## src/sv/mpwm_pkg.sv

```systemverilog
`timescale 1ns / 1ps

package mpwm_pkg;

	// phase period in permille steps
	localparam int unsigned PERIOD = 1000;

	// field and register widths
	localparam int unsigned PHASE_W    = 10;
	localparam int unsigned DUTY_W     = 10;
	localparam int unsigned CHAN_W     = 4;
	localparam int unsigned TICK_W     = 16;
	localparam int unsigned COUNT_W    = 4;
	localparam int unsigned STEP_W     = 10;
	localparam int unsigned CFG_IDX_W  = 2;
	localparam int unsigned CFG_DATA_W = 16;
	localparam int unsigned PINS_W     = 8;
	// product of a channel index (below 16) and a step value
	localparam int unsigned PROD_W     = 15;

	// command codes
	localparam logic CMD_TICK     = 1'b0;
	localparam logic CMD_SET_DUTY = 1'b1;

	// register indexes
	localparam logic [CFG_IDX_W-1:0] REG_TICK_LENGTH   = 2'd0;
	localparam logic [CFG_IDX_W-1:0] REG_CHANNEL_COUNT = 2'd1;
	localparam logic [CFG_IDX_W-1:0] REG_OFFSET_STEP   = 2'd2;

	// configuration seen by the datapath
	typedef struct packed {
		logic [TICK_W-1:0]  tick_length;
		logic [COUNT_W-1:0] channel_count;
	} cfg_t;

	// reduce a product modulo the period: coarse quotient by a shift, then one correction
	function automatic logic [PHASE_W-1:0] mod_period(input logic [PROD_W-1:0] x);
		logic [4:0]  q;
		logic [15:0] r;
		q = x[PROD_W-1:10];
		r = {1'b0, x} - ({11'd0, q} * 16'(PERIOD));
		if (r >= 16'(PERIOD)) begin
			r = r - 16'(PERIOD);
		end
		return r[PHASE_W-1:0];
	endfunction

endpackage

```

## src/sv/mpwm_cfg.sv

```systemverilog
`timescale 1ns / 1ps

module mpwm_cfg
	import mpwm_pkg::*;
#(
	parameter int LANES = 8
) (
	input  logic                    clk,
	input  logic                    arst_n,
	input  logic                    cfg_we,
	input  logic [CFG_IDX_W-1:0]    cfg_index,
	input  logic [CFG_DATA_W-1:0]   cfg_wdata,
	output cfg_t                    cfg,
	output logic [PHASE_W-1:0]      offset [LANES]
);

	logic [TICK_W-1:0]  tick_length_q;
	logic [COUNT_W-1:0] channel_count_q;

	// plain registers
	always_ff @(posedge clk or negedge arst_n) begin
		if (!arst_n) begin
			tick_length_q   <= 16'd1;
			channel_count_q <= '0;
		end else if (cfg_we) begin
			unique case (cfg_index)
				REG_TICK_LENGTH:   tick_length_q   <= cfg_wdata[TICK_W-1:0];
				REG_CHANNEL_COUNT: channel_count_q <= cfg_wdata[COUNT_W-1:0];
				default: ;
			endcase
		end
	end

	assign cfg.tick_length   = tick_length_q;
	assign cfg.channel_count = channel_count_q;

	// per-channel stagger, reduced modulo the period when the step is written
	for (genvar i = 0; i < LANES; i++) begin : g_off
		logic [PROD_W-1:0]  prod;
		logic [PHASE_W-1:0] off_q;

		assign prod = PROD_W'(i) * {5'd0, cfg_wdata[STEP_W-1:0]};

		always_ff @(posedge clk or negedge arst_n) begin
			if (!arst_n) begin
				off_q <= '0;
			end else if (cfg_we && (cfg_index == REG_OFFSET_STEP)) begin
				off_q <= mod_period(prod);
			end
		end

		assign offset[i] = off_q;
	end

endmodule

```

## src/sv/mpwm_lane.sv

```systemverilog
`timescale 1ns / 1ps

module mpwm_lane
	import mpwm_pkg::*;
(
	input  logic               enable,
	input  logic [PHASE_W-1:0] phase,
	input  logic [PHASE_W-1:0] offset,
	input  logic [DUTY_W-1:0]  duty,
	output logic               level
);

	logic [PHASE_W:0]   sum;
	logic [PHASE_W-1:0] pos;

	// staggered position, both terms below the period
	always_comb begin
		sum = {1'b0, phase} + {1'b0, offset};
		if (sum >= 11'(PERIOD)) begin
			sum = sum - 11'(PERIOD);
		end
		pos = sum[PHASE_W-1:0];
	end

	assign level = enable && (pos < duty);

endmodule

```

## src/sv/multichannel_permille_pwm.sv

```systemverilog
`timescale 1ns / 1ps

// Multichannel PWM with duty in permille.
// Input stream (s_*): each transaction is either a millisecond tick
// (s_tuser = 0) or a duty write (s_tuser = 1) for the channel and duty in
// s_tdata. Every input transaction gives exactly one output transaction.
// Output stream (m_*): m_tdata carries the pin levels of channels 0..7,
// m_tuser is set when that tick advanced the shared phase.
// Configuration: cfg_we with cfg_index selects tick length (0), channel
// count (1) or stagger step (2); write only while no transaction is in
// flight. The stagger step is reduced per channel when it is written.
// Each transaction passes the input register and then the result register.
// Throughput: one transaction per cycle while the output is not stalled; the
// path from the phase increment through the per-channel position and duty
// compare into the result register is combinational.
// Reset clears the prescale count, phase, duty store and pins; tick length
// returns to 1, channel count and step to 0.
// When m_tready is low the result is held; if the input register is empty, one
// more transaction is taken into it, after which s_tready drops until the result leaves.

module multichannel_permille_pwm
	import mpwm_pkg::*;
#(
	parameter int CHANNELS = 8
) (
	input  logic                  clk,
	input  logic                  arst_n,
	// configuration
	input  logic                  cfg_we,
	input  logic [CFG_IDX_W-1:0]  cfg_index,
	input  logic [CFG_DATA_W-1:0] cfg_wdata,
	// input stream
	input  logic                  s_tvalid,
	output logic                  s_tready,
	input  logic [15:0]           s_tdata,   // channel[3:0], duty[13:4], zero fill
	input  logic                  s_tuser,   // command
	// output stream
	output logic                  m_tvalid,
	input  logic                  m_tready,
	output logic [7:0]            m_tdata,   // pin_levels[7:0]
	output logic                  m_tuser    // stepped
);

	localparam int LANES = (CHANNELS < PINS_W) ? CHANNELS : PINS_W;
	localparam int IDX_W = (CHANNELS > 1) ? $clog2(CHANNELS) : 1;

	cfg_t               cfg;
	logic [PHASE_W-1:0] offset [LANES];

	// input register
	logic               valid_s1;
	logic               cmd_s1;
	logic [CHAN_W-1:0]  channel_s1;
	logic [DUTY_W-1:0]  duty_s1;

	// result register
	logic               m_valid_s2;
	logic [PINS_W-1:0]  pins_s2;
	logic               stepped_s2;

	// block state
	logic [TICK_W-1:0]  prescale_q;
	logic [PHASE_W-1:0] phase_q;
	logic [PINS_W-1:0]  pin_q;
	logic [DUTY_W-1:0]  duty_q [CHANNELS];

	logic               advance;
	logic               do_step;
	logic [TICK_W-1:0]  pc_inc;
	logic [PHASE_W-1:0] phase_next;
	logic [PINS_W-1:0]  levels;
	logic [PINS_W-1:0]  pin_next;
	logic [DUTY_W-1:0]  duty_clamped;
	logic               chan_ok;

	mpwm_cfg #(
		.LANES (LANES)
	) u_cfg (
		.clk       (clk),
		.arst_n    (arst_n),
		.cfg_we    (cfg_we),
		.cfg_index (cfg_index),
		.cfg_wdata (cfg_wdata),
		.cfg       (cfg),
		.offset    (offset)
	);

	// handshake: the pipeline moves when the result register is free
	assign advance  = !m_valid_s2 || m_tready;
	assign s_tready = !valid_s1 || advance;

	always_ff @(posedge clk or negedge arst_n) begin
		if (!arst_n) begin
			valid_s1 <= 1'b0;
		end else if (s_tready) begin
			valid_s1 <= s_tvalid;
		end
	end

	always_ff @(posedge clk) begin
		if (s_tready && s_tvalid) begin
			cmd_s1     <= s_tuser;
			channel_s1 <= s_tdata[CHAN_W-1:0];
			duty_s1    <= s_tdata[CHAN_W+DUTY_W-1:CHAN_W];
		end
	end

	// tick and phase arithmetic
	always_comb begin
		pc_inc       = prescale_q + 16'd1;
		do_step      = valid_s1 && (cmd_s1 == CMD_TICK) && (pc_inc >= cfg.tick_length);
		phase_next   = (phase_q == PHASE_W'(PERIOD - 1)) ? '0 : phase_q + 10'd1;
		pin_next     = do_step ? levels : pin_q;
		duty_clamped = (duty_s1 > DUTY_W'(PERIOD)) ? DUTY_W'(PERIOD) : duty_s1;
		chan_ok      = ({1'b0, channel_s1} < 5'(CHANNELS));
	end

	// channel compare lanes, visible channels only
	for (genvar i = 0; i < PINS_W; i++) begin : g_lane
		if (i < LANES) begin : g_on
			mpwm_lane u_lane (
				.enable (5'(i) < {1'b0, cfg.channel_count}),
				.phase  (phase_next),
				.offset (offset[i]),
				.duty   (duty_q[i]),
				.level  (levels[i])
			);
		end else begin : g_off
			assign levels[i] = 1'b0;
		end
	end

	// state update for the transaction in the input register
	always_ff @(posedge clk or negedge arst_n) begin
		if (!arst_n) begin
			prescale_q <= '0;
			phase_q    <= '0;
			pin_q      <= '0;
			for (int k = 0; k < CHANNELS; k++) begin
				duty_q[k] <= '0;
			end
		end else if (valid_s1 && advance) begin
			if (cmd_s1 == CMD_TICK) begin
				if (do_step) begin
					prescale_q <= '0;
					phase_q    <= phase_next;
					pin_q      <= levels;
				end else begin
					prescale_q <= pc_inc;
				end
			end else if (chan_ok) begin
				duty_q[channel_s1[IDX_W-1:0]] <= duty_clamped;
			end
		end
	end

	// result register
	always_ff @(posedge clk or negedge arst_n) begin
		if (!arst_n) begin
			m_valid_s2 <= 1'b0;
		end else if (advance) begin
			m_valid_s2 <= valid_s1;
		end
	end

	always_ff @(posedge clk) begin
		if (advance && valid_s1) begin
			pins_s2    <= pin_next;
			stepped_s2 <= do_step;
		end
	end

	assign m_tvalid = m_valid_s2;
	assign m_tdata  = pins_s2;
	assign m_tuser  = stepped_s2;

	// phase stays inside the period
	a_phase_range: assert property (@(posedge clk) disable iff (!arst_n)
		phase_q < PHASE_W'(PERIOD))
		else $error("phase out of range");

	// a pending result always matches the held pin state
	a_pins_held: assert property (@(posedge clk) disable iff (!arst_n)
		m_valid_s2 |-> (pins_s2 == pin_q))
		else $error("result pins differ from pin state");

	// a stepped result leaves the prescale count cleared
	a_step_clears: assert property (@(posedge clk) disable iff (!arst_n)
		(m_valid_s2 && stepped_s2) |-> (prescale_q == '0))
		else $error("prescale not cleared after step");

	// a stalled transaction stays in the input register
	a_s1_hold: assert property (@(posedge clk) disable iff (!arst_n)
		(valid_s1 && !advance) |=> (valid_s1 && $stable(cmd_s1) && $stable(channel_s1)))
		else $error("input register lost a stalled transaction");

endmodule
```

## config.mk

```make
export PLATFORM = sky130hd
export DESIGN_NAME = multichannel_permille_pwm
export DESIGN_NICKNAME = d
export VERILOG_FILES = /design/src/sv/mpwm_pkg.sv /design/src/sv/mpwm_cfg.sv /design/src/sv/mpwm_lane.sv /design/src/sv/multichannel_permille_pwm.sv
export SDC_FILE = /design/constraint.sdc
export NUM_CORES = 1
export LEC_CHECK = 0
export CORE_MARGIN = 2
export CORE_UTILIZATION = 60
export CTS_CLUSTER_DIAMETER = 200
export DETAILED_ROUTE_END_ITERATION = 10
export DONT_BUFFER_PORTS = 1
export HOLD_SLACK_MARGIN = 0.1
export PLACE_DENSITY = 0.76
export SYNTH_ARGS = -nofsm -noshare
export SYNTH_HDL_FRONTEND = slang
export SYNTH_SLANG_ARGS = --single-unit
```

## constraint.sdc

```tcl
create_clock -name clk -period 13.6 [get_ports clk]
set_clock_uncertainty 0.15 [all_clocks]
set_input_delay 2.04 -clock clk [delete_from_list [all_inputs] [get_ports clk]]
set_output_delay 2.04 -clock clk [all_outputs]
set_load 0.01 [all_outputs]
```

Word level (Yosys, flattened, before mapping)
Index checks and enable logic that the tools add are counted.
Widths: inputs -> output; s select.
{"block": "totals", "ff_bits": 230, "output_inout_bits": 11, "wordCells": 154}
{"block": "op_classes", "n_addsub": 30, "n_mul": 10, "n_lt_le_gt_ge": 36, "eq_ne": 3, "mux": 22, "bitwise_logic": 2, "n_reduce_logical": 24}
{"cell": "$mux 10", "n": 18}
{"cell": "$sub 10x10->10 const B", "n": 15}
{"cell": "$ge 16x10->1 const B", "n": 6}
{"cell": "$bwmux 80", "n": 1}
{"cell": "$lt 10x10->1", "n": 8}
{"cell": "$add 10x10->11", "n": 7}
{"cell": "$ge 11x10->1 const B", "n": 7}
{"cell": "$sub 13x13->14", "n": 3}
{"cell": "$demux 10 s3", "n": 1}
{"cell": "$mul 3x7->10 const B", "n": 3}
{"cell": "$mul 3x10->13 const A", "n": 2}
{"cell": "$sub 12x12->13", "n": 2}
{"cell": "$mul 2x10->12 const A", "n": 2}
{"cell": "$ge 10x10->1 const B", "n": 2}
{"cell": "$mul 2x7->9 const B", "n": 2}
{"cell": "$add 16x1->16 const B", "n": 1}
{"cell": "$ge 16x16->1", "n": 1}
{"cell": "$lt 3x4->1 const A", "n": 4}
{"cell": "$mux 16", "n": 1}
{"cell": "$logic_and 1x1->1", "n": 14}
{"cell": "$sub 11x11->12", "n": 1}
{"cell": "$add 10x1->10 const B", "n": 1}
{"cell": "$eq 10x10->1 const B", "n": 1}
{"cell": "$gt 10x10->1 const B", "n": 1}
{"cell": "16 further kinds", "n": 23}

Longest topological paths before layout
Gate-level depths: netlist of run 1.
{"block": "logic_depth", "depth_word": 8, "depth_mapped": 29, "mapped_depth_nobuf": 29}

By module
Synthesis of run 1 repeated with hierarchy kept, for this count alone.
{"block": "hier_totals", "cells_unflattened": 2424, "hier_area_um2": 22572.9}
{"mod": "mpwm_cfg", "n_inst": 1, "cells_per_inst": 1012, "area_each_um2": 8852.2, "seq_area_each_um2": 1903.1}
{"mod": "multichannel_permille_pwm", "n_inst": 1, "cells_per_inst": 484, "area_each_um2": 6356.1, "seq_area_each_um2": 3623.5}
{"mod": "mpwm_lane (g_lane[0].g_on.u_lane ...)", "n_inst": 5, "cells_per_inst": 116, "area_each_um2": 950.9, "seq_area_each_um2": 0.0}
{"mod": "mpwm_lane (g_lane[2].g_on.u_lane ...)", "n_inst": 2, "cells_per_inst": 111, "area_each_um2": 843.3, "seq_area_each_um2": 0.0}
{"mod": "mpwm_lane (g_lane[1].g_on.u_lane)", "n_inst": 1, "cells_per_inst": 126, "area_each_um2": 923.4, "seq_area_each_um2": 0.0}

Worst setup path before layout of run 1
Ideal clock, no wire load.
{"block": "synth_path", "path_kind": "input to register", "start": "input cfg_wdata[9]", "end": "register u_cfg.g_off[6].off_q[7]", "t_arrival_ns": 8.296, "slack_ns": 5.068, "cell_stages": 22, "cell_sequence": "clkinv_1 > ha_1 > clkbuf_1 > inv_1 > nor2_1 > a2111o_1 > nor3b_1 > inv_1 > ha_1 > ha_1 > inv_1 > fa_1 > fa_1 > ha_1 > or3_1 > o311ai_0 > a21boi_0 > mux2i_1 > o22ai_1 > nand3_1 > and4b_1 > nor3_1"}
{"block": "synth_between", "elab_chain_cells": 5}
{"item": "start, declared", "line": "multichannel_permille_pwm.sv:31", "rtl": "input logic [CFG_DATA_W-1:0] cfg_wdata,"}
{"item": "$mul 2x10->12 (*)", "line": "mpwm_cfg.sv:42", "rtl": "assign prod = PROD_W'(i) * {5'd0, cfg_wdata[STEP_W-1:0]};"}
{"item": "$mul 3x7->10", "line": "mpwm_pkg.sv:41", "rtl": "r = {1'b0, x} - ({11'd0, q} * 16'(PERIOD));"}
{"item": "$sub 13x13->14 (*)", "line": "mpwm_pkg.sv:41"}
{"item": "$ge 16x10->1 / $sub 10x10->10 (equally long branches)", "line": "mpwm_pkg.sv:42, mpwm_pkg.sv:43"}
{"item": "$mux 10 (*)", "line": "mpwm_pkg.sv:42", "rtl": "if (r >= 16'(PERIOD)) begin"}
{"item": "end signal, assigned", "line": "mpwm_cfg.sv:48", "rtl": "off_q <= mod_period(prod);"}
{"item": "end, declared", "line": "mpwm_cfg.sv:40", "rtl": "logic [PHASE_W-1:0] off_q;"}
Mark *: on every way between the ends. The rest lies on a longest branch, timed or not.
A chain may end at the register's enable or synchronous reset.

Worst setup path in the final report of run 1
{"block": "layout_path", "start": "input cfg_wdata[0]", "end": "register u_cfg.g_off[6].off_q[7]"}
The elaborated chain is that of the path after synthesis.

==> results.toml, run 1 <==
[min_path]
min_from = "u_cfg.g_off[5].off_q[6]$_DFFE_PN0P_"
hp-class = "flop to flop"
min_path_cells = 2
holdPathEnd = "u_cfg.g_off[5].off_q[6]$_DFFE_PN0P_"

[clocking]
cts_setup_buffers = 0
cts-resized-gates = 0
h-tree-depth = 1
cts-buffers-inserted = 26
hold_buffers = 0
cts-root-buf = "clkbuf_16"
insertion_delay_ns = 0.55
cts_tree = "built"
numClockSinks = 216
clock_path_buffers = 3
clkSlewWorstSetupHoldPaths_ns = 0.06

[cells_and_area]
final_nets = 2626
fillerInstances = 2719
fin_util_pct = 65.2
seqCellArea_um2 = 5530
layoutNonFillerInstCount = 2723
drive_gt1_share_pct = 5.70
stdcell_area_um2 = 21300
diodes = 0
multi_input_area_um2 = 13500
areaGrowthSynthToFinish_pct = 7.03

[critical_path]
cp_max_fo = 6
end_kind = "flop"
cp-start-kind = "primary input"
ff2ff_path_depth = 22
worstPathArrival_ns = 8.65
worstSetupPathType = "primary input to flop"
r2r_start = "phase_q[0]$_DFFE_PN0P_"
critical_path_required_ns = 13.91
regToRegSetupSlack_ns = 6.84
reg2reg_to = "m_tdata[1]$_DFFE_PP_"

[sta]
grt_setup_unrepaired = "false"
period_needed_ns = 8.35
tns_ns = 0
period_share_pct = 61.4
slew_headroom_pct = 20.8
max_freq_ghz = 0.120
worstMarginPinSlew_ns = 1.18
slew_violations = 0
postLayoutSetupSlackWorst_ns = 5.25
hold_violations = 0
holdWs_ns = 0.333
finalSetupViolCount = 0

[pwr]
p_leak_nw = 10.2
finalPower_mw = 3.63
power_density_nw_per_um2 = 171
ir_drop_uv = 213

[place]
dp_slack_ns = 4.74
port_buffers = 0
place_area_um2 = 20300
placed_cells = 2675
routabilityCongestion = 0.862
post-dp-hpwl_um = 36700

[logic_synthesis]
postSynthCellCount = 2271
yosys_register_bits = 216
synth_area_um2 = 19900
netlist-cell-type-count = 84
synth_area_per_cell_um2 = 8.75
seq_area_frac_synth_pct = 27.8
syn_nets = 2636
synth_ff_type = "dfrtp_1"
async_flop_share_pct = 88.9
synth_edf_count = 24
yosys_warnings = 0

[run]
maxCapViolCount = 0

[global_route]
grt_max_degree = 193
grt_pass1_wl_um = 77900
antenna_found_initial = 1
first_global_vias = 15612
grt_remaining_overflow = 0
grt_usage_pct = 28.2

[floorplan]
die_h_um = 186
num_rows = 66
die_area_um2 = 34600
core_um2 = 32600
initial_utilization_pct = 60.9
io_pins = 51
die_w_um = 186

[route]
avgViaCountPerCell = 5.91
firstDrtPassIters = 5
wl_um = 48200
drc_errors = 0
ant_nets = 0
vias = 16093
wl_per_cell_um = 17.7
drt-initial-drc-count = 1023

[outcome]
status = "complete, no violations"
[report_power, final]
group | switching [mW] | total [mW] | internal, mW
logic | 1.12 | 1.98 | 0.862
registers | 0.100 | 0.901 | 0.800
clock network | 0.294 | 0.750 | 0.456
total | 1.52 | 3.63 | 2.12
[sequential cells by signal, indices dropped and copies added (netlist names)]
register	count
m_tvalid	1
cmd_s1	1
u_cfg.g_off.off_q	56
pin_q	8
channel_s1	4
duty_s1	10
m_tdata	8
duty_q	80
phase_q	10
m_tuser	1
prescale_q	16
valid_s1	1
u_cfg.tick_length_q	16
u_cfg.channel_count_q	4
[final cells by class]
cell class | count | area share [%]
clock inverter | 16 | 0.876
sequential | 216 | 26.0
tap | 442 | 2.60
multi-input combinational | 1811 | 63.2
inverter | 199 | 3.51
clock buffer | 32 | 3.56
timing repair buffer | 7 | 0.247
[layer usage]
metal | part of all wire (%) | vias to the layer above | global-route usage [%] | routed length [um]
met5 | 0.033 | - | 0 | 16
met4 | 3.1 | 2 | 8.94 | 1480
met3 | 5.6 | 94 | 4.42 | 2690
met2 | 46 | 354 | 48.0 | 22300
met1 | 45 | 7670 | 36.8 | 21700
li1 | - | 7973 | - | -
[cells by family after synthesis]
group                      synth area share (%)
adders and majority gates                  21.7
AOI/OAI and AO/OA                          19.6
muxes                                      2.62
xor gates and xnor gates                   8.59
DFF                                        27.8
and+or+nand+nor                            15.0
buffers and inverters                      4.61
[synth_stat cells (7+ instances only)]
master	instances	share of area [%]
o21bai_1	24	0.91
nand2_1	235	4.4
a31oi_1	15	0.47
nand3_1	30	0.76
o31a_1	12	0.53
clkbuf_1	39	0.74
dfrtp_1	191	24
and3_1	14	0.44
inv_1	198	3.7
a21oi_1	125	3.1
nor3b_1	12	0.45
a211oi_1	18	0.68
o21a_1	28	1.1
o21ai_0	238	6.0
o211ai_1	13	0.49
xor2_1	81	3.6
mux2_2	33	1.9
a21boi_0	7	0.26
o22ai_1	9	0.28
fa_1	34	3.4
nand2b_1	35	1.1
nor2_1	140	2.6
ha_1	291	18
nand4_1	10	0.31
edfxtp_1	24	3.6
xnor2_1	114	5.0
nor3_1	34	0.86
mux2i_1	15	0.76
a211o_1	7	0.31
a21o_1	56	2.1
nand3b_1	11	0.42
or3_1	9	0.28
o31ai_1	11	0.42
or2_2	14	0.44
nor2b_1	31	0.98
[placed cells by master (no fill, tap or decap), types with 9 or more instances in the layout]
cell       instances
nor3b_1           11
fa_1              34
nand2_1          235
xnor2_1          114
o211ai_1          13
a21oi_1          125
clkbuf_16         29
nor2b_1           31
mux2_2            33
dfrtp_1          191
nor3_1            33
ha_1             291
a21o_1            56
mux2i_1           15
nand2b_1          35
o22ai_1            9
o31a_1            12
o21ai_0          238
o31ai_1           11
nand4_1           10
o21a_1            28
and3_1            14
a31oi_1           15
edfxtp_1          24
nand3_1           30
or2_2             14
nor2_1           140
or3_1              9
nand3b_1          11
a211oi_1          18
xor2_1            81
o21bai_1          24
inv_1            198
[worst max-delay path: stages]
cell and delay [ns]:
ha_1 0.23, fa_1 0.41, nor2b_1 0.15, o21ai_0 0.16
nand2b_1 0.10, nor2b_1 0.14, o21ai_0 0.16, nand2b_1 0.10
a21o_1 0.18, a21o_1 0.22, xnor2_1 0.66, fa_1 0.60
inv_1 0.15, fa_1 0.22, fa_1 0.42, ha_1 0.21
or3_1 0.43, o311ai_0 0.61, a21boi_0 0.24, mux2i_1 0.16
o22ai_1 0.32, nand3_1 0.27, and4b_1 0.28, nor3_1 0.16
[worst max-delay path by stage]
stage | from | end | slack, ns | cells after the start
after CTS | cfg_wdata[0] | u_cfg.g_off[6].off_q[7]$_DFFE_PN0P_ | 5.28 | 24
after global placement | cfg_wdata[9] | u_cfg.g_off[6].off_q[7]$_DFFE_PN0P_ | 4.85 | 22
after detailed placement | cfg_wdata[0] | u_cfg.g_off[6].off_q[7]$_DFFE_PN0P_ | 4.74 | 24
after floorplan | cfg_wdata[9] | u_cfg.g_off[6].off_q[7]$_DFFE_PN0P_ | 5.07 | 22
final | cfg_wdata[0] | u_cfg.g_off[6].off_q[7]$_DFFE_PN0P_ | 5.25 | 24
after global routing | cfg_wdata[0] | u_cfg.g_off[6].off_q[7]$_DFFE_PN0P_ | 4.63 | 24
No activity file was read; power rests on OpenSTA's default activity.
==> run 2, diff against run 1 <==
- clock period: 13.6 -> 8.5 ns (I/O delays scaled with it)
==> run 2 against run 1 <==
  * Power up 61%
  * Worst hold slack worse by 0.061 ns
  * Highest routed layer is now met4
  * Flip-flop and latch count unchanged
  * Cell count up 0.18%
  * Critical path type unchanged
  * Critical path depth up 4
  * Clock power up 63%
==> results.toml, run 2 (same netlist as run 1, synthesis figures left out) <==
[critical_path]
end_kind = "flop"
worstPathArrival_ns = 7.72
cp-start-kind = "primary input"
cp_max_fo = 8
regToRegSetupSlack_ns = 1.93
r2r_start = "phase_q[0]$_DFFE_PN0P_"
critical_path_required_ns = 8.73
ff2ff_path_depth = 19
worstSetupPathType = "primary input to flop"
reg2reg_to = "m_tdata[2]$_DFFE_PP_"

[route]
wl_per_cell_um = 17.7
highest_layer = "met4"
vias = 16255
firstDrtPassIters = 6
ant_nets = 0
avgViaCountPerCell = 5.96
met2_length_um = 22400
dr_wl_met3_um = 2510
wl_um = 48300
drc_errors = 0
met1_length_um = 21600
drt-initial-drc-count = 1120

[global_route]
first_global_vias = 16020
antenna_found_initial = 0
grt_pass1_wl_um = 79000
grt_usage_pct = 28.6
grt_max_degree = 193
grt_remaining_overflow = 0

[place]
post-dp-hpwl_um = 36700
routabilityCongestion = 0.904
port_buffers = 0

[clocking]
cts_tree = "built"
clock_path_buffers = 3
cts_setup_buffers = 0
clkSlewWorstSetupHoldPaths_ns = 0.06
numClockSinks = 216
h-tree-depth = 1
insertion_delay_ns = 0.55
cts-root-buf = "clkbuf_16"
hold_buffers = 0
cts-buffers-inserted = 26
cts-resized-gates = 0

[pwr]
power_density_nw_per_um2 = 274
p_comb_share_pct = 54.3
clkPwrFrac_pct = 20.9
p_int_mw = 3.43
seq_power_share_pct = 24.8
p_leak_nw = 10.2
p_switching_mw = 2.42
ir_drop_uv = 260
p_sw_share_pct = 41.3

[floorplan]
core_um2 = 32600
io_pins = 51
die_w_um = 186
num_rows = 66
die_h_um = 186
die_area_um2 = 34600
initial_utilization_pct = 60.9

[cells_and_area]
multi_input_area_um2 = 13500
areaGrowthSynthToFinish_pct = 7.26
diodes = 0
top_regs = "duty_q: 80 flops, u_cfg.g_off.off_q: 56 flops"
seqCellArea_um2 = 5530
final_nets = 2631
largest_reg_flops = 80
mostFrequentLayoutCells = "ha_1, o21ai_0, nand2_1"
top_register = "duty_q"
mostFrequentLayoutCell = "ha_1"
fillerInstances = 2676
drive_gt1_share_pct = 5.82

[sta]
max_freq_ghz = 0.133
slew_headroom_pct = 22.3
holdWs_ns = 0.272
finalSetupViolCount = 0
tns_ns = 0
hold_violations = 0
worstMarginPinSlew_ns = 1.16
grt_setup_unrepaired = "false"
period_needed_ns = 7.49
slew_violations = 0
period_share_pct = 88.2

[outcome]
status = "complete, no violations"

[run]
maxCapViolCount = 0

[min_path]
hp-class = "primary input to asynchronous set/reset pin"
==> run 2: changes by cell type in the layout (fill, tap and decap cells not counted) <==
| cell | delta |
|---|---|
| buf_4 | +5 |
| bufinv_16 | +2 |
| clkbuf_1 | +2 |
| clkbuf_16 | -2 |
| clkbuf_8 | +2 |
| clkinv_2 | +1 |
| clkinv_4 | -2 |
| clkinvlp_4 | -2 |
| inv_6 | -1 |
==> run 2: cell type report <==
cell class / instances / area share, %
Clock buffer: 34 / 3.48
Inverter: 199 / 3.50
Tap cell: 442 / 2.59
Clock inverter: 14 / 0.986
Timing Repair Buffer: 12 / 0.423
Sequential cell: 216 / 25.9
Multi-Input combinational cell: 1811 / 63.1
==> run 2: worst max-delay path by stage <==
stage	slack [ns]	from	end	cells past startpoint
floorplan	0.73	cfg_wdata[9]	u_cfg.g_off[6].off_q[7]$_DFFE_PN0P_	22
global placement	0.71	cfg_wdata[0]	u_cfg.g_off[7].off_q[5]$_DFFE_PN0P_	28
detailed placement	0.57	cfg_wdata[0]	u_cfg.g_off[7].off_q[5]$_DFFE_PN0P_	28
CTS	1.10	cfg_wdata[0]	u_cfg.g_off[7].off_q[5]$_DFFE_PN0P_	28
global route	0.46	cfg_wdata[0]	u_cfg.g_off[7].off_q[6]$_DFFE_PN0P_	28
finish	1.01	cfg_wdata[0]	u_cfg.g_off[7].off_q[5]$_DFFE_PN0P_	28
==> run 2: critical path: stages <==
cell,delay [ns]
fa_1,0.52
ha_1,0.18
inv_1,0.06
fa_1,0.39
nor2b_1,0.12
o21ai_0,0.10
a21boi_0,0.26
o21ai_0,0.14
a21boi_0,0.28
o21ai_0,0.15
a21boi_0,0.31
o21ai_0,0.15
nor2b_1,0.20
fa_1,0.67
inv_1,0.09
fa_1,0.42
inv_1,0.09
fa_1,0.41
inv_1,0.06
ha_1,0.25
o21a_1,0.13
o31a_1,0.14
or4_1,0.47
o2111ai_1,0.09
nand4_1,0.30
nor2b_1,0.25
xnor2_1,0.12
o21ai_0,0.08
==> run 2: stage by stage <==
stage / instance area [um2] / instances / util [%] / setup slack [ns] / total power, mW
after floorplan: 19900 / 2271 / - / 0.733 / 3.91
after global placement: 20400 / 2680 / 62.4 / 0.714 / 4.45
after detailed placement: 20400 / 2680 / 62.4 / 0.574 / 4.60
after CTS: 21300 / 2728 / 65.4 / 1.10 / 5.85
after global routing: 21300 / 2728 / 65.4 / 0.456 / 6.36
final: 21300 / 2728 / 65.4 / 1.01 / 5.85
==> run 2: power groups by stage <==
stage	Sequential, mW	Combinational, mW	Clock [mW]
final	1.45	3.18	1.22
after global routing	1.47	3.61	1.28
after CTS	1.45	3.17	1.24
after detailed placement	1.46	3.13	0
after global placement	1.45	2.99	0
after floorplan	1.38	2.53	0
==> run 2: metal layers <==
metal / GRT usage [%] / vias to the layer above
met5: 0 / -
met4: 10.4 / 0
met3: 3.29 / 103
met2: 48.5 / 401
met1: 37.7 / 7767
li1: - / 7984
==> run 3, diff against run 2 <==
- MAX_ROUTING_LAYER: unset -> met4
- SYNTH_HIERARCHICAL: unset -> 1
==> run 3 against run 2 <==
  * Register-to-register slack gained 0.05 ns
  * Synthesized cell count grew 6.7%
  * Cell area grew 12%
  * Critical path type unchanged
  * Combinational power grew 50%
  * Maximum frequency grew 1.3%
==> results.toml, run 3 <==
[clocking]
numClockSinks = 216
clock_path_buffers = 3
hold_buffers = 0
cts-resized-gates = 0
clkSlewWorstSetupHoldPaths_ns = 0.06
cts-buffers-inserted = 27
cts_tree = "built"
h-tree-depth = 1
cts-root-buf = "clkbuf_16"
insertion_delay_ns = 0.57
cts_setup_buffers = 0

[logic_synthesis]
synth_area_per_cell_um2 = 9.31
yosys_register_bits = 216
synth_area_leader_cell = "dfrtp_1"
postSynthCellCount = 2424
seq_area_frac_synth_pct = 24.5
netlist-cell-type-count = 110
synth_edf_count = 24
yosys_warnings = 6
synth_ff_type = "dfrtp_1"
synth_common_cells = "ha_1, dfrtp_1, inv_1, nand2_1, nor2_1"
synth.area.top_cells = "dfrtp_1, ha_1, mux2_2"
async_flop_share_pct = 88.9
yosysMostFrequentCell = "ha_1"
synth_top_area_share_pct = 21.2
synth_area_um2 = 22600

[critical_path]
cp_max_fo = 8
path_common_cell = "fa_1"
cp-start-kind = "primary input"
critical_path_required_ns = 8.80
worstSetupPathType = "primary input to flop"
worstPathArrival_ns = 7.70
end_kind = "flop"
cp_slowest_cell = "fa_1"
max_stage_delay_ns = 0.62
regToRegSetupSlack_ns = 1.98

[floorplan]
die_area_um2 = 39200
core_um2 = 37400
io_pins = 51
die_h_um = 198
num_rows = 71
die_w_um = 198
initial_utilization_pct = 60.4

[route]
firstDrtPassIters = 5
vias = 17843
wl_per_cell_um = 18.3
ant_nets = 0
drt-initial-drc-count = 1260
wl_um = 54000
avgViaCountPerCell = 6.04
drc_errors = 0

[place]
post-dp-hpwl_um = 40100
dp_slack_ns = 0.559
placed_cells = 2902
port_buffers = 0
routabilityCongestion = 0.913

[min_path]
hp-class = "primary input to asynchronous set/reset pin"

[cells_and_area]
fin_util_pct = 64.1
top_register = "duty_q"
drive_gt1_share_pct = 12.7
final_nets = 2807
top_regs = "duty_q: 80 flops, u_cfg/g_off.off_q: 56 flops"
areaGrowthSynthToFinish_pct = 6.13
layoutNonFillerInstCount = 2953
mostFrequentLayoutCells = "ha_1, inv_1, dfrtp_1"
mostFrequentLayoutCell = "ha_1"
largest_reg_flops = 80

[run]
maxCapViolCount = 0

[global_route]
grt_max_degree = 193
first_global_vias = 17212
antenna_found_initial = 0
grt_pass1_wl_um = 87600
grt_remaining_overflow = 0
grt_usage_pct = 28.5

[pwr]
ir_drop_uv = 265
power_density_nw_per_um2 = 309
p_leak_nw = 11.3

[sta]
postLayoutSetupSlackWorst_ns = 1.10
period_share_pct = 87.0
max_freq_ghz = 0.135
period_needed_ns = 7.40
finalSetupViolCount = 0
slew_violations = 0
hold_violations = 0
worstMarginPinSlew_ns = 1.21
grt_setup_unrepaired = "false"
tns_ns = 0
slew_headroom_pct = 19.1

[outcome]
status = "complete, no violations"
## run 3: logic make-up (layout without fill, tap and decap cells)
group                      Yosys count  count (layout)  share of synthesized area [%]
other                                1              15                         0.0166
xor gates and xnor gates           173             173                           7.28
DFF                                216             216                           24.5
adders and majority gates          347             347                           20.5
AOI/OAI and AO/OA                  630             630                           20.0
muxes                              155             155                           7.67
buffers and inverters              255             259                           4.79
and+or+nand+nor                    647             647                           15.3
## run 3: cell type report
type | instances | area, um2
clock inverters | 13 | 128
fillers | 3070 | 13400
flip-flops and latches | 216 | 5530
multi-input cells | 1966 | 16000
inverters | 193 | 727
clock buffers | 37 | 773
repair buffers | 16 | 120
well taps | 511 | 639
diodes | 1 | 2.50
## run 3: metal layers
| layer | GRT usage (%) | part of all wire (%) | up-vias | wire length (um) |
|---|---|---|---|---|
| met5 | - | 0 | - | 0 |
| met3 | 3.32 | 5.1 | 89 | 2750 |
| met2 | 46.6 | 47 | 422 | 25100 |
| met4 | 7.18 | 2.6 | 0 | 1400 |
| met1 | 37.9 | 46 | 8567 | 24700 |
| li1 | - | - | 8765 | - |
## run 3: final timing paths
kind | from | end | cells after the start
worst min-delay path | arst_n | duty_q[76]$_DFFE_PN0P_ | 0
worst min register to register | u_cfg/g_off[4].off_q[5]$_DFFE_PN0P_ | u_cfg/g_off[4].off_q[5]$_DFFE_PN0P_ | 2
min in group clk | u_cfg/g_off[4].off_q[5]$_DFFE_PN0P_ | u_cfg/g_off[4].off_q[5]$_DFFE_PN0P_ | 2
worst max register to register | phase_q[0]$_DFFE_PN0P_ | m_tdata[1]$_DFFE_PP_ | 20
worst max-delay path | cfg_wdata[1] | u_cfg/g_off[7].off_q[4]$_DFFE_PN0P_ | 25
max in group asynchronous | arst_n | prescale_q[1]$_DFFE_PN0P_ | 0
## run 3: critical path, delay by kind of cell
kind / cells / cell delay [ns]
AND/OR/NAND/NOR: 2 / 0.62
AO/OA/AOI/OAI: 11 / 2.18
buffers and inverters: 3 / 0.22
multiplexers: 2 / 0.43
adder cells (fa/ha/maj): 6 / 2.41
XOR/XNOR: 1 / 0.56
## run 3: through the flow
step	power, mW	instance area (um2)	hold WS, ns
detailed placement	6.17	23100	0.326
global route	8.07	24000	0.243
CTS	7.38	24000	0.238
finish	7.41	24000	0.253
global placement	5.97	23100	0.320
floorplan	5.22	22600	0.295
## run 3: power breakdown
| part | leakage, nW | switching, mW | internal, mW |
|---|---|---|---|
| Combinational | 8.14 | 2.68 | 2.07 |
| Clock | 0.437 | 0.485 | 0.673 |
| Sequential | 2.68 | 0.206 | 1.29 |
| Total | 11.3 | 3.37 | 4.04 |
